### config.mk
export PLATFORM = sky130hd
export DESIGN_NAME = buddy_block_allocator_flat
export DESIGN_NICKNAME = d
export VERILOG_FILES = /design/src/design/bba_pkg.sv /design/src/design/bba_req_if.sv /design/src/design/bba_rsp_if.sv /design/src/design/bba_dp.sv /design/src/design/bba_ctrl.sv /design/src/design/buddy_block_allocator.sv /design/src/flat_wrapper.sv
export SDC_FILE = /design/constraint.sdc
export NUM_CORES = 2
export LEC_CHECK = 0
export BUFFER_PORTS_ARGS = -buffer_cell sky130_fd_sc_hd__clkbuf_2
export CORE_MARGIN = 8
export CORE_UTILIZATION = 45
export DETAILED_ROUTE_END_ITERATION = 6
export PLACE_DENSITY_LB_ADDON = 0.15
export SYNTH_ARGS = -nofsm -noshare
export SYNTH_HDL_FRONTEND = slang
export SYNTH_SLANG_ARGS = --single-unit
export TNS_END_PERCENT = 100
### constraint.sdc
create_clock -name clk -period 12.7 [get_ports clk]
set_clock_uncertainty 0.05 [all_clocks]
set_input_delay 3.81 -clock clk [delete_from_list [all_inputs] [get_ports clk]]
set_output_delay 3.81 -clock clk [all_outputs]
set_load 0.01 [all_outputs]
### src/design/bba_pkg.sv
// shared constants and types of the buddy block allocator
`default_nettype none

package bba_pkg;

    // region geometry
    localparam int REGION_ORDER = 12;
    localparam int MIN_ORDER    = 3;
    localparam int HEADER_BYTES = 4;

    // field widths
    localparam int ADDR_W  = 12;
    localparam int ORD_W   = 4;
    localparam int BYTES_W = 16;
    localparam int STAT_W  = 2;
    localparam int NEED_W  = BYTES_W + 1;

    // tag store: one entry per minimum-size slot
    localparam int SLOT_W     = REGION_ORDER - MIN_ORDER;
    localparam int SLOT_COUNT = 1 << SLOT_W;

    // free bitmap: node index 1 .. 2*SLOT_COUNT-1, packed into words
    localparam int NODE_W    = SLOT_W + 1;
    localparam int BIT_W     = 5;
    localparam int WORD_BITS = 1 << BIT_W;
    localparam int FM_AW     = NODE_W - BIT_W;
    localparam int FM_WORDS  = 1 << FM_AW;

    // request command codes
    localparam logic REQ_ALLOC = 1'b0;
    localparam logic REQ_FREE  = 1'b1;

    // result status codes
    typedef enum logic [STAT_W-1:0] {
        ST_OK        = 2'd0,
        ST_TOO_LARGE = 2'd1,
        ST_NO_FREE   = 2'd2,
        ST_BAD_FREE  = 2'd3
    } status_t;

    // datapath operations
    typedef enum logic [3:0] {
        OP_NONE,
        OP_CLEAR,
        OP_LOAD,
        OP_SCAN_RD,
        OP_SCAN_NEXT,
        OP_TAKE,
        OP_SPLIT_RD,
        OP_SPLIT_WR,
        OP_TAG_WR,
        OP_TAG_RD,
        OP_TAG_CLR,
        OP_BUD_RD,
        OP_BUD_CLR,
        OP_TOP_RD,
        OP_TOP_WR,
        OP_RESULT
    } dp_op_t;

    typedef struct packed {
        dp_op_t  op;
        status_t res;
    } dp_cmd_t;

    typedef struct packed {
        logic clr_done;
        logic is_free;
        logic too_large;
        logic misaligned;
        logic hit;
        logic last_word;
        logic k_top;
        logic split_done;
        logic tag_bad;
        logic bud_free;
    } dp_sts_t;

endpackage

`default_nettype wire

### src/design/bba_req_if.sv
// request channel: command, byte count and block address
`default_nettype none

interface bba_req_if;
    import bba_pkg::*;

    logic                 valid;
    logic                 ready;
    logic                 command;
    logic [BYTES_W-1:0]   byte_count;
    logic [ADDR_W-1:0]    block_address;

    modport source (output valid, command, byte_count, block_address, input ready);
    modport sink   (input valid, command, byte_count, block_address, output ready);
endinterface

`default_nettype wire

### src/design/bba_rsp_if.sv
// response channel: status, granted address and order
`default_nettype none

interface bba_rsp_if;
    import bba_pkg::*;

    logic                 valid;
    logic                 ready;
    logic [STAT_W-1:0]    status;
    logic [ADDR_W-1:0]    granted_address;
    logic [ORD_W-1:0]     granted_order;

    modport source (output valid, status, granted_address, granted_order, input ready);
    modport sink   (input valid, status, granted_address, granted_order, output ready);
endinterface

`default_nettype wire

### src/design/bba_dp.sv
// allocator datapath: free bitmap, tag store, address and order registers
`default_nettype none

module bba_dp (
    input  logic                          clk,
    input  logic                          rst_n,
    input  logic                          command,
    input  logic [bba_pkg::BYTES_W-1:0]   byte_count,
    input  logic [bba_pkg::ADDR_W-1:0]    block_address,
    input  bba_pkg::dp_cmd_t              cmd,
    output bba_pkg::dp_sts_t              sts,
    output logic [bba_pkg::STAT_W-1:0]    status,
    output logic [bba_pkg::ADDR_W-1:0]    granted_address,
    output logic [bba_pkg::ORD_W-1:0]     granted_order
);
    import bba_pkg::*;

    localparam logic [NODE_W-1:0] TOP_NODE = NODE_W'(1);

    // node index of the block of order k at addr
    function automatic logic [NODE_W-1:0] node_of(logic [ORD_W-1:0] k,
                                                  logic [ADDR_W-1:0] addr);
        logic [ADDR_W:0] t;
        t = {1'b1, addr} >> k;
        return t[NODE_W-1:0];
    endfunction

    // memories
    logic [WORD_BITS-1:0] fm_mem [FM_WORDS];
    logic [ORD_W-1:0]     tag_mem [SLOT_COUNT];

    // registers
    logic [WORD_BITS-1:0] fm_rd_reg;
    logic [ORD_W-1:0]     tag_rd_reg;
    logic [SLOT_W-1:0]    clr_cnt_reg;
    logic                 is_free_reg;
    logic                 too_large_reg;
    logic [ORD_W-1:0]     need_ord_reg;
    logic [ORD_W-1:0]     k_reg;
    logic [ADDR_W-1:0]    a_reg;
    logic [FM_AW-1:0]     widx_reg;
    logic [STAT_W-1:0]    status_reg;
    logic [ADDR_W-1:0]    gaddr_reg;
    logic [ORD_W-1:0]     gord_reg;

    // combinational
    logic [NEED_W-1:0]    need;
    logic [NEED_W-1:0]    need_m1;
    logic [ORD_W-1:0]     need_ord;
    logic [ORD_W-1:0]     lvl;
    logic [FM_AW-1:0]     base;
    logic [FM_AW-1:0]     scan_word;
    logic [WORD_BITS-1:0] scan_mask;
    logic [WORD_BITS-1:0] masked;
    logic [BIT_W-1:0]     pos;
    logic [NODE_W-1:0]    found_node;
    logic [NODE_W+ADDR_W-1:0] found_sh;
    logic [ADDR_W:0]      bit_k_w;
    logic [ADDR_W:0]      half_w;
    logic [ADDR_W:0]      tag_span_w;
    logic [ADDR_W-1:0]    tag_mask;
    logic [NODE_W-1:0]    split_node;
    logic [NODE_W-1:0]    bud_node;
    logic [NODE_W-1:0]    top_node;
    logic                 last_word;
    logic                 fm_we;
    logic [FM_AW-1:0]     fm_waddr;
    logic [FM_AW-1:0]     fm_raddr;
    logic [WORD_BITS-1:0] fm_wdata;
    logic                 tag_we;
    logic [SLOT_W-1:0]    tag_waddr;
    logic [ORD_W-1:0]     tag_wdata;

    // size class of the request
    always_comb
    begin
        need     = NEED_W'(byte_count) + NEED_W'(HEADER_BYTES);
        need_m1  = need - NEED_W'(1);
        need_ord = ORD_W'(MIN_ORDER);
        for (int i = MIN_ORDER; i < REGION_ORDER; i++)
        begin
            if (need_m1[i] && need != '0)
                need_ord = ORD_W'(i + 1);
        end
    end

    // word range and mask of the order under scan
    always_comb
    begin
        lvl  = ORD_W'(REGION_ORDER) - k_reg;
        base = FM_AW'(1) << (lvl - ORD_W'(BIT_W));
        if (lvl < ORD_W'(BIT_W))
        begin
            scan_word = '0;
            last_word = 1'b1;
            for (int b = 0; b < WORD_BITS; b++)
                scan_mask[b] = (b >= (1 << lvl)) && (b < (2 << lvl));
        end
        else
        begin
            scan_word = base + widx_reg;
            last_word = (widx_reg == base - FM_AW'(1));
            scan_mask = '1;
        end
    end

    // lowest free node in the word just read
    always_comb
    begin
        masked = fm_rd_reg & scan_mask;
        pos    = '0;
        for (int b = WORD_BITS - 1; b >= 0; b--)
        begin
            if (masked[b])
                pos = BIT_W'(b);
        end
        found_node = {scan_word, pos};
        found_sh   = {{ADDR_W{1'b0}}, found_node} << k_reg;
    end

    // node addresses for split, buddy and final free
    always_comb
    begin
        bit_k_w    = (ADDR_W+1)'(1) << k_reg;
        half_w     = (ADDR_W+1)'(1) << (k_reg - ORD_W'(1));
        tag_span_w = ((ADDR_W+1)'(1) << tag_rd_reg) - (ADDR_W+1)'(1);
        tag_mask   = tag_span_w[ADDR_W-1:0];
        split_node = node_of(k_reg - ORD_W'(1), a_reg | half_w[ADDR_W-1:0]);
        bud_node   = node_of(k_reg, a_reg ^ bit_k_w[ADDR_W-1:0]);
        top_node   = node_of(k_reg, a_reg);
    end

    // bitmap port control
    always_comb
    begin
        fm_we    = 1'b0;
        fm_waddr = '0;
        fm_wdata = fm_rd_reg;
        fm_raddr = scan_word;
        unique case (cmd.op)
            OP_CLEAR:
            begin
                fm_we    = (clr_cnt_reg < SLOT_W'(FM_WORDS));
                fm_waddr = clr_cnt_reg[FM_AW-1:0];
                fm_wdata = (clr_cnt_reg == '0) ?
                           (WORD_BITS'(1) << TOP_NODE[BIT_W-1:0]) : '0;
            end
            OP_TAKE:
            begin
                fm_we    = 1'b1;
                fm_waddr = scan_word;
                fm_wdata = fm_rd_reg & ~(WORD_BITS'(1) << pos);
            end
            OP_SPLIT_RD: fm_raddr = split_node[NODE_W-1:BIT_W];
            OP_SPLIT_WR:
            begin
                fm_we    = 1'b1;
                fm_waddr = split_node[NODE_W-1:BIT_W];
                fm_wdata = fm_rd_reg | (WORD_BITS'(1) << split_node[BIT_W-1:0]);
            end
            OP_BUD_RD: fm_raddr = bud_node[NODE_W-1:BIT_W];
            OP_BUD_CLR:
            begin
                fm_we    = 1'b1;
                fm_waddr = bud_node[NODE_W-1:BIT_W];
                fm_wdata = fm_rd_reg & ~(WORD_BITS'(1) << bud_node[BIT_W-1:0]);
            end
            OP_TOP_RD: fm_raddr = top_node[NODE_W-1:BIT_W];
            OP_TOP_WR:
            begin
                fm_we    = 1'b1;
                fm_waddr = top_node[NODE_W-1:BIT_W];
                fm_wdata = fm_rd_reg | (WORD_BITS'(1) << top_node[BIT_W-1:0]);
            end
            default: ;
        endcase
    end

    // tag port control
    always_comb
    begin
        tag_we    = 1'b0;
        tag_waddr = a_reg[ADDR_W-1:MIN_ORDER];
        tag_wdata = '0;
        unique case (cmd.op)
            OP_CLEAR:
            begin
                tag_we    = 1'b1;
                tag_waddr = clr_cnt_reg;
            end
            OP_TAG_WR:
            begin
                tag_we    = 1'b1;
                tag_wdata = need_ord_reg;
            end
            OP_TAG_CLR: tag_we = 1'b1;
            default: ;
        endcase
    end

    // memories with registered read
    always_ff @(posedge clk)
    begin
        if (fm_we)
            fm_mem[fm_waddr] <= fm_wdata;
        fm_rd_reg <= fm_mem[fm_raddr];
        if (tag_we)
            tag_mem[tag_waddr] <= tag_wdata;
        tag_rd_reg <= tag_mem[a_reg[ADDR_W-1:MIN_ORDER]];
    end

    // clearing pass counter
    always_ff @(posedge clk or negedge rst_n)
    begin
        if (!rst_n)
            clr_cnt_reg <= '0;
        else if (cmd.op == OP_CLEAR)
            clr_cnt_reg <= clr_cnt_reg + SLOT_W'(1);
    end

    // working registers and result
    always_ff @(posedge clk)
    begin
        unique case (cmd.op)
            OP_LOAD:
            begin
                is_free_reg   <= command;
                too_large_reg <= (need > NEED_W'(1 << REGION_ORDER));
                need_ord_reg  <= need_ord;
                k_reg         <= need_ord;
                widx_reg      <= '0;
                a_reg         <= block_address;
            end
            OP_SCAN_NEXT:
            begin
                if (last_word)
                begin
                    k_reg    <= k_reg + ORD_W'(1);
                    widx_reg <= '0;
                end
                else
                    widx_reg <= widx_reg + FM_AW'(1);
            end
            OP_TAKE:     a_reg <= found_sh[ADDR_W-1:0];
            OP_SPLIT_WR: k_reg <= k_reg - ORD_W'(1);
            OP_TAG_CLR:
            begin
                k_reg <= tag_rd_reg;
                a_reg <= a_reg & ~tag_mask;
            end
            OP_BUD_CLR:
            begin
                a_reg <= a_reg & ~bit_k_w[ADDR_W-1:0];
                k_reg <= k_reg + ORD_W'(1);
            end
            OP_RESULT:
            begin
                status_reg <= cmd.res;
                if (cmd.res == ST_OK && is_free_reg == REQ_ALLOC)
                begin
                    gaddr_reg <= a_reg;
                    gord_reg  <= need_ord_reg;
                end
                else
                begin
                    gaddr_reg <= '0;
                    gord_reg  <= '0;
                end
            end
            default: ;
        endcase
    end

    // status to the controller
    always_comb
    begin
        sts.clr_done   = &clr_cnt_reg;
        sts.is_free    = (is_free_reg == REQ_FREE);
        sts.too_large  = too_large_reg;
        sts.misaligned = |a_reg[MIN_ORDER-1:0];
        sts.hit        = |masked;
        sts.last_word  = last_word;
        sts.k_top      = (k_reg == ORD_W'(REGION_ORDER));
        sts.split_done = (k_reg == need_ord_reg);
        sts.tag_bad    = (tag_rd_reg < ORD_W'(MIN_ORDER)) ||
                         (tag_rd_reg > ORD_W'(REGION_ORDER));
        sts.bud_free   = fm_rd_reg[bud_node[BIT_W-1:0]];
    end

    assign status          = status_reg;
    assign granted_address = gaddr_reg;
    assign granted_order   = gord_reg;

endmodule

`default_nettype wire

### src/design/bba_ctrl.sv
// allocator controller: sequences search, split, merge and result transfer
`default_nettype none

module bba_ctrl (
    input  logic              clk,
    input  logic              rst_n,
    input  logic              in_valid,
    output logic              in_ready,
    output logic              out_valid,
    input  logic              out_ready,
    output bba_pkg::dp_cmd_t  cmd,
    input  bba_pkg::dp_sts_t  sts
);
    import bba_pkg::*;

    typedef enum logic [3:0] {
        S_CLEAR,
        S_IDLE,
        S_DISPATCH,
        S_SCAN_RD,
        S_SCAN_CHK,
        S_SPLIT,
        S_SPLIT_WR,
        S_TAG_RD,
        S_TAG_CHK,
        S_MERGE,
        S_BUD_CHK,
        S_TOP_WR,
        S_RESULT
    } state_t;

    state_t  state_reg, state_next;
    status_t res_reg, res_next;
    logic    out_valid_reg, out_valid_next;

    // next state and datapath command
    always_comb
    begin
        state_next     = state_reg;
        res_next       = res_reg;
        cmd.op         = OP_NONE;
        cmd.res        = res_reg;
        in_ready       = 1'b0;
        out_valid_next = out_valid_reg && !out_ready;
        unique case (state_reg)
            S_CLEAR:
            begin
                cmd.op = OP_CLEAR;
                if (sts.clr_done)
                    state_next = S_IDLE;
            end
            S_IDLE:
            begin
                in_ready = 1'b1;
                if (in_valid)
                begin
                    cmd.op     = OP_LOAD;
                    state_next = S_DISPATCH;
                end
            end
            S_DISPATCH:
            begin
                priority if (sts.is_free && sts.misaligned)
                begin
                    res_next   = ST_BAD_FREE;
                    state_next = S_RESULT;
                end
                else if (sts.is_free)
                    state_next = S_TAG_RD;
                else if (sts.too_large)
                begin
                    res_next   = ST_TOO_LARGE;
                    state_next = S_RESULT;
                end
                else
                    state_next = S_SCAN_RD;
            end
            S_SCAN_RD:
            begin
                cmd.op     = OP_SCAN_RD;
                state_next = S_SCAN_CHK;
            end
            S_SCAN_CHK:
            begin
                priority if (sts.hit)
                begin
                    cmd.op     = OP_TAKE;
                    state_next = S_SPLIT;
                end
                else if (sts.last_word && sts.k_top)
                begin
                    res_next   = ST_NO_FREE;
                    state_next = S_RESULT;
                end
                else
                begin
                    cmd.op     = OP_SCAN_NEXT;
                    state_next = S_SCAN_RD;
                end
            end
            S_SPLIT:
            begin
                if (sts.split_done)
                begin
                    cmd.op     = OP_TAG_WR;
                    res_next   = ST_OK;
                    state_next = S_RESULT;
                end
                else
                begin
                    cmd.op     = OP_SPLIT_RD;
                    state_next = S_SPLIT_WR;
                end
            end
            S_SPLIT_WR:
            begin
                cmd.op     = OP_SPLIT_WR;
                state_next = S_SPLIT;
            end
            S_TAG_RD:
            begin
                cmd.op     = OP_TAG_RD;
                state_next = S_TAG_CHK;
            end
            S_TAG_CHK:
            begin
                if (sts.tag_bad)
                begin
                    res_next   = ST_BAD_FREE;
                    state_next = S_RESULT;
                end
                else
                begin
                    cmd.op     = OP_TAG_CLR;
                    state_next = S_MERGE;
                end
            end
            S_MERGE:
            begin
                if (sts.k_top)
                begin
                    cmd.op     = OP_TOP_RD;
                    state_next = S_TOP_WR;
                end
                else
                begin
                    cmd.op     = OP_BUD_RD;
                    state_next = S_BUD_CHK;
                end
            end
            S_BUD_CHK:
            begin
                if (sts.bud_free)
                begin
                    cmd.op     = OP_BUD_CLR;
                    state_next = S_MERGE;
                end
                else
                begin
                    cmd.op     = OP_TOP_RD;
                    state_next = S_TOP_WR;
                end
            end
            S_TOP_WR:
            begin
                cmd.op     = OP_TOP_WR;
                res_next   = ST_OK;
                state_next = S_RESULT;
            end
            S_RESULT:
            begin
                if (!out_valid_reg || out_ready)
                begin
                    cmd.op         = OP_RESULT;
                    out_valid_next = 1'b1;
                    state_next     = S_IDLE;
                end
            end
            default: state_next = S_IDLE;
        endcase
    end

    // state and registered outputs
    always_ff @(posedge clk or negedge rst_n)
    begin
        if (!rst_n)
        begin
            state_reg     <= S_CLEAR;
            res_reg       <= ST_OK;
            out_valid_reg <= 1'b0;
        end
        else
        begin
            state_reg     <= state_next;
            res_reg       <= res_next;
            out_valid_reg <= out_valid_next;
        end
    end

    assign out_valid = out_valid_reg;

    // checks
    a_clear_blocks_input: assert property (@(posedge clk) disable iff (!rst_n)
        (state_reg == S_CLEAR) |-> !in_ready)
        else $error("request taken during clearing pass");

    a_take_needs_hit: assert property (@(posedge clk) disable iff (!rst_n)
        (cmd.op == OP_TAKE) |-> sts.hit)
        else $error("block taken without a free bit");

    a_result_shown: assert property (@(posedge clk) disable iff (!rst_n)
        (cmd.op == OP_RESULT) |=> out_valid_reg)
        else $error("result not presented");

    a_split_bounded: assert property (@(posedge clk) disable iff (!rst_n)
        (cmd.op == OP_SPLIT_RD) |-> !sts.split_done)
        else $error("split below requested order");

endmodule

`default_nettype wire

### src/design/buddy_block_allocator.sv
// Buddy block allocator over a 4096-byte region, block orders 3 to 12. After
// reset a clearing pass sweeps the tag store (and the 32-word free bitmap)
// before the first request is taken. Requests are handled one at a time by a
// controller stepping a datapath that owns a 32 x 32-bit free bitmap memory
// and a 512 x 4-bit tag memory, each with one registered read port, so every
// bitmap or tag access is split into a read step and a check/write step. An
// allocate scans the bitmap words from the requested order upward and then
// splits the found block down to the requested order; a free merges the block
// with each free buddy, at most up to the whole region. Too large and
// misaligned requests are rejected before any memory access, a free of an
// unallocated address after its tag read. The next request can be taken from
// the cycle in which the result shows. A finished result sits in an output
// register while the next request is taken; a new result waits until the
// previous one has been transferred.
`default_nettype none

module buddy_block_allocator (
    input  logic       clk,
    input  logic       rst_n,
    bba_req_if.sink    req,
    bba_rsp_if.source  rsp
);
    import bba_pkg::*;

    dp_cmd_t cmd;
    dp_sts_t sts;

    // sequencer
    bba_ctrl u_ctrl (
        .clk       (clk),
        .rst_n     (rst_n),
        .in_valid  (req.valid),
        .in_ready  (req.ready),
        .out_valid (rsp.valid),
        .out_ready (rsp.ready),
        .cmd       (cmd),
        .sts       (sts)
    );

    // storage and arithmetic
    bba_dp u_dp (
        .clk             (clk),
        .rst_n           (rst_n),
        .command         (req.command),
        .byte_count      (req.byte_count),
        .block_address   (req.block_address),
        .cmd             (cmd),
        .sts             (sts),
        .status          (rsp.status),
        .granted_address (rsp.granted_address),
        .granted_order   (rsp.granted_order)
    );

endmodule

`default_nettype wire

### src/flat_wrapper.sv
// flat-port wrapper written by rule: the top's interface ports become plain ports
module buddy_block_allocator_flat import bba_pkg::*;
  (clk, rst_n, req_valid, req_command, req_byte_count, req_block_address, req_ready, rsp_valid, rsp_status, rsp_granted_address, rsp_granted_order, rsp_ready);
  bba_req_if req_i ();
  bba_rsp_if rsp_i ();
  input  logic clk;
  input  logic rst_n;
  input wire logic [$bits(req_i.valid)-1:0] req_valid;
  input wire logic [$bits(req_i.command)-1:0] req_command;
  input wire logic [$bits(req_i.byte_count)-1:0] req_byte_count;
  input wire logic [$bits(req_i.block_address)-1:0] req_block_address;
  output wire logic [$bits(req_i.ready)-1:0] req_ready;
  output wire logic [$bits(rsp_i.valid)-1:0] rsp_valid;
  output wire logic [$bits(rsp_i.status)-1:0] rsp_status;
  output wire logic [$bits(rsp_i.granted_address)-1:0] rsp_granted_address;
  output wire logic [$bits(rsp_i.granted_order)-1:0] rsp_granted_order;
  input wire logic [$bits(rsp_i.ready)-1:0] rsp_ready;
  assign req_i.valid = req_valid;
  assign req_i.command = req_command;
  assign req_i.byte_count = req_byte_count;
  assign req_i.block_address = req_block_address;
  assign req_ready = req_i.ready;
  assign rsp_valid = rsp_i.valid;
  assign rsp_status = rsp_i.status;
  assign rsp_granted_address = rsp_i.granted_address;
  assign rsp_granted_order = rsp_i.granted_order;
  assign rsp_i.ready = rsp_ready;
  buddy_block_allocator u_core (.clk(clk), .rst_n(rst_n), .req(req_i), .rsp(rsp_i));
endmodule
==> flow_summary.toml <==
[outcome]
status = "finished, violations left"
violations = "design-rule violations"

[min_path]
holdCritStartpoint = "u_core.u_ctrl.res_reg[0]"
holdPathStages = 0
timing.hold.worst_endpoint = "u_core.u_dp.status[0]"
hp-class = "register to register"

[synth]
synthCells = 8098
synthDominantCellAreaShare = 0.706
avgSynthCellArea_um2 = 16.4
netlist_area_mm2 = 0.133
syn_nets = 8161
ys_async_sr_fraction = 0.00505
post-synth-top-count-cell = "edfxtp_1"
ys_top_cells_by_area = "edfxtp_1 (71%), mux4_2 (12%), nor2_1 (2.6%)"
yosysSeqAreaShare = 0.715
yosys.cell_types.count = 110
synth_common_cells = "edfxtp_1 (3117), nor2_1 (917), nand2_1 (867)"
synth-seq-cells = 3169
ys_warn_count = 0
synth_edf_count = 3117
synth-main-ff-cell = "edfxtp_1"
yosys.area.top_type = "edfxtp_1"

[setup_path]
cp-start-kind = "register"
reg2regPathDepth = 27
end_kind = "register"
cp.arrival_ns = 10.92
rr_endpoint = "u_core.u_dp.fm_mem[29][12]"
timing.critical_path.required_ns = 13.23
crit_fanout = 33
crit_type = "register to register"
r2r_slack_ns = 2.30
r2r-start = "u_core.u_dp.k_reg[1]"

[grt]
overflow = 0
antenna_found_initial = 10
grt_usage = 0.221
grt_pass1_wl_um = 518000
grt_pass1_vias = 74109
grt_max_degree = 222

[place]
portBuffers = 52
dpl.hpwl_um = 209000
preCtsSetupSlack_ns = 2.72
place.gp.congestion = 0.899
dp_cells = 11657

[flow_run]
max-cap-violations = 0

[finish]
largest_reg_flops = 2048
instances_no_fill = 12275
layout-drive-gt1-share = 0.193
areaGrowthSynthToFinish_pct = 12.2
nNetsFinal = 8138

[route]
wl_per_cell_um = 28.7
firstDrtPassIters = 7
drt-total-wl_um = 352000
drtIter0Drc = 8902
drtAntennaViolNets = 0
num_vias = 74661
avgViaCountPerCell = 6.08
drc_errors = 2

[clock_network]
cts_hold_buf = 0
cts.repair.resized = 0
cts.htree.levels = 5
cts_root_buffer = "clkbuf_16"
clockBufferDepth = 4
cts_setup_buffers = 0
cts.sink_count = 3169
clk_latency_ns = 0.93
cts_tree = "done"
cts_buffers = 334
path_clk_slew_ns = 0.06

[floorplanning]
fp.coreArea_mm2 = 0.294
fp.dieW_um = 559
rows = 199
dieHeight_um = 559
dieArea_mm2 = 0.312
start_util = 0.451
pin_count = 53

[power]
vdd_ir_drop_max_mv = 0.492
swShare = 0.392
p_per_area_mw_per_mm2 = 268
seqPwrFrac = 0.335
p_int_mw = 24.2
p_leak_nw = 48.9
p_clk_frac = 0.250
p_comb_frac = 0.415
p_switching_mw = 15.6

[timing]
layout_min_cycle_time_ns = 10.40
post-route-period-util = 0.819
fmax_ghz = 0.0962
hold_ws_ns = 0.436
hold_viol = 0
tightest_slew_ns = 1.39
layout_setup_ws_ns = 2.30
setup_viol = 0
max-slew-margin-rel = 0.0720
rsz0062_at_grt = "false"
maxSlewViolCount = 0
placed cells by master, fill, tap and decap left out, types with 20 or more instances in the layout:
master,Yosys,routed
mux4_2,682,682
nor3_1,78,76
mux2i_1,50,49
o21ai_0,134,134
clkbuf_1,244,62
nand3b_1,77,77
clkinv_1,2,49
a2bb2oi_4,0,20
a31oi_1,29,26
a31oi_2,26,29
nand2_1,867,853
bufinv_16,0,43
buf_4,17,134
nand4_1,80,80
nor2_4,0,33
mux2_2,20,20
edfxtp_1,3117,3117
inv_1,38,37
a211oi_1,149,149
and2_1,38,37
a21oi_1,82,82
nand3_2,30,31
nor2_1,917,883
xnor2_1,30,30
o21bai_1,37,37
xor2_1,21,21
clkbuf_2,2,52
and3_1,157,149
ha_1,29,29
o2111ai_1,88,88
nand3_1,263,262
clkinv_2,0,67
a22oi_1,23,23
dfxtp_1,36,36
nand2b_1,26,26
nor4_1,45,44
clkbuf_16,0,342
worst max-delay path, cell delays in order, from the launching register on:
cell and delay (ns):
edfxtp_1 0.38, inv_1 0.51, ha_1 0.59, ha_1 0.32, buf_4 0.25, inv_1 0.34
a31oi_1 0.19, a211o_1 0.36, nor2_1 0.15, nand2_1 0.09, ha_1 0.30, o2111ai_1 0.20
o21a_1 0.14, a211oi_1 0.04, a221oi_1 0.26, o21ai_0 0.19, o31ai_1 0.75, a31oi_1 0.47
or2_1 0.42, nand2_1 0.32, a211o_1 0.38, nor2_1 0.09, a2111oi_0 0.89, buf_4 0.24
and2_1 0.15, nand2_1 0.50, nor2_4 0.90, buf_4 0.49
layout make-up:
cell class	instances	area (µm²)
inverter	41	155
fill	23861	145000
clock inverter	202	2300
clock buffer	412	8900
timing repair buffer	205	1650
tap	3919	4900
multi-input combinational	4324	36000
sequential	3169	94700
antenna	3	7.51
power groups by stage:
stage | clock network, mW | registers [mW] | logic, mW
after floorplan | 0 | 13.3 | 10.9
after global placement | 0 | 13.5 | 16.4
after detailed placement | 0 | 13.5 | 16.4
after CTS | 10.2 | 13.3 | 16.5
after global routing | 10.5 | 13.3 | 17.6
final | 9.97 | 13.3 | 16.5
metrics by stage:
| stage | utilization | cell area, µm² | power, mW | TNS, ns |
|---|---|---|---|---|
| 4_1_cts | 0.506 | 149000 | 39.9 | 0 |
| 3_3_place_gp | 0.468 | 137000 | 29.9 | 0 |
| 3_5_place_dp | 0.468 | 137000 | 29.9 | 0 |
| 2_1_floorplan | - | 133000 | 24.2 | -549.04 |
| 5_1_grt | 0.506 | 149000 | 41.5 | 0 |
| 6_report | 0.506 | 149000 | 39.8 | 0 |
cell families after synthesis:
logic type / count (synthesis) / share of synthesized area
mux: 754 / 0.122
flops: 3169 / 0.715
fa+ha+maj: 30 / 0.00289
compound gates: 815 / 0.0453
buf+inv: 605 / 0.0201
xor+xnor: 52 / 0.00349
simple gates: 2673 / 0.0919
layer usage:
metal	share of wire	GRT usage	up-vias
li1	-	-	31915
met1	0.44	0.332	39186
met2	0.46	0.341	3092
met3	0.078	0.0392	468
met4	0.021	0.0483	0
met5	0	0	-
worst max path at each step:
stage / startpoint / to / slack, ns / cells past startpoint
finish: u_core.u_dp.k_reg[1] / u_core.u_dp.fm_mem[29][12] / 2.30 / 27
floorplan: u_core.u_dp.k_reg[0] / u_core.u_dp.tag_mem[0][3] / -1.07 / 24
global placement: u_core.u_dp.k_reg[1] / u_core.u_dp.fm_mem[13][10] / 2.69 / 26
global route: u_core.u_dp.k_reg[1] / u_core.u_dp.fm_mem[29][18] / 2.03 / 27
detailed placement: u_core.u_dp.k_reg[1] / u_core.u_dp.fm_mem[20][10] / 2.72 / 27
CTS: u_core.u_dp.k_reg[1] / u_core.u_dp.fm_mem[13][15] / 2.67 / 26
No activity file was read; power rests on OpenSTA's default activity.
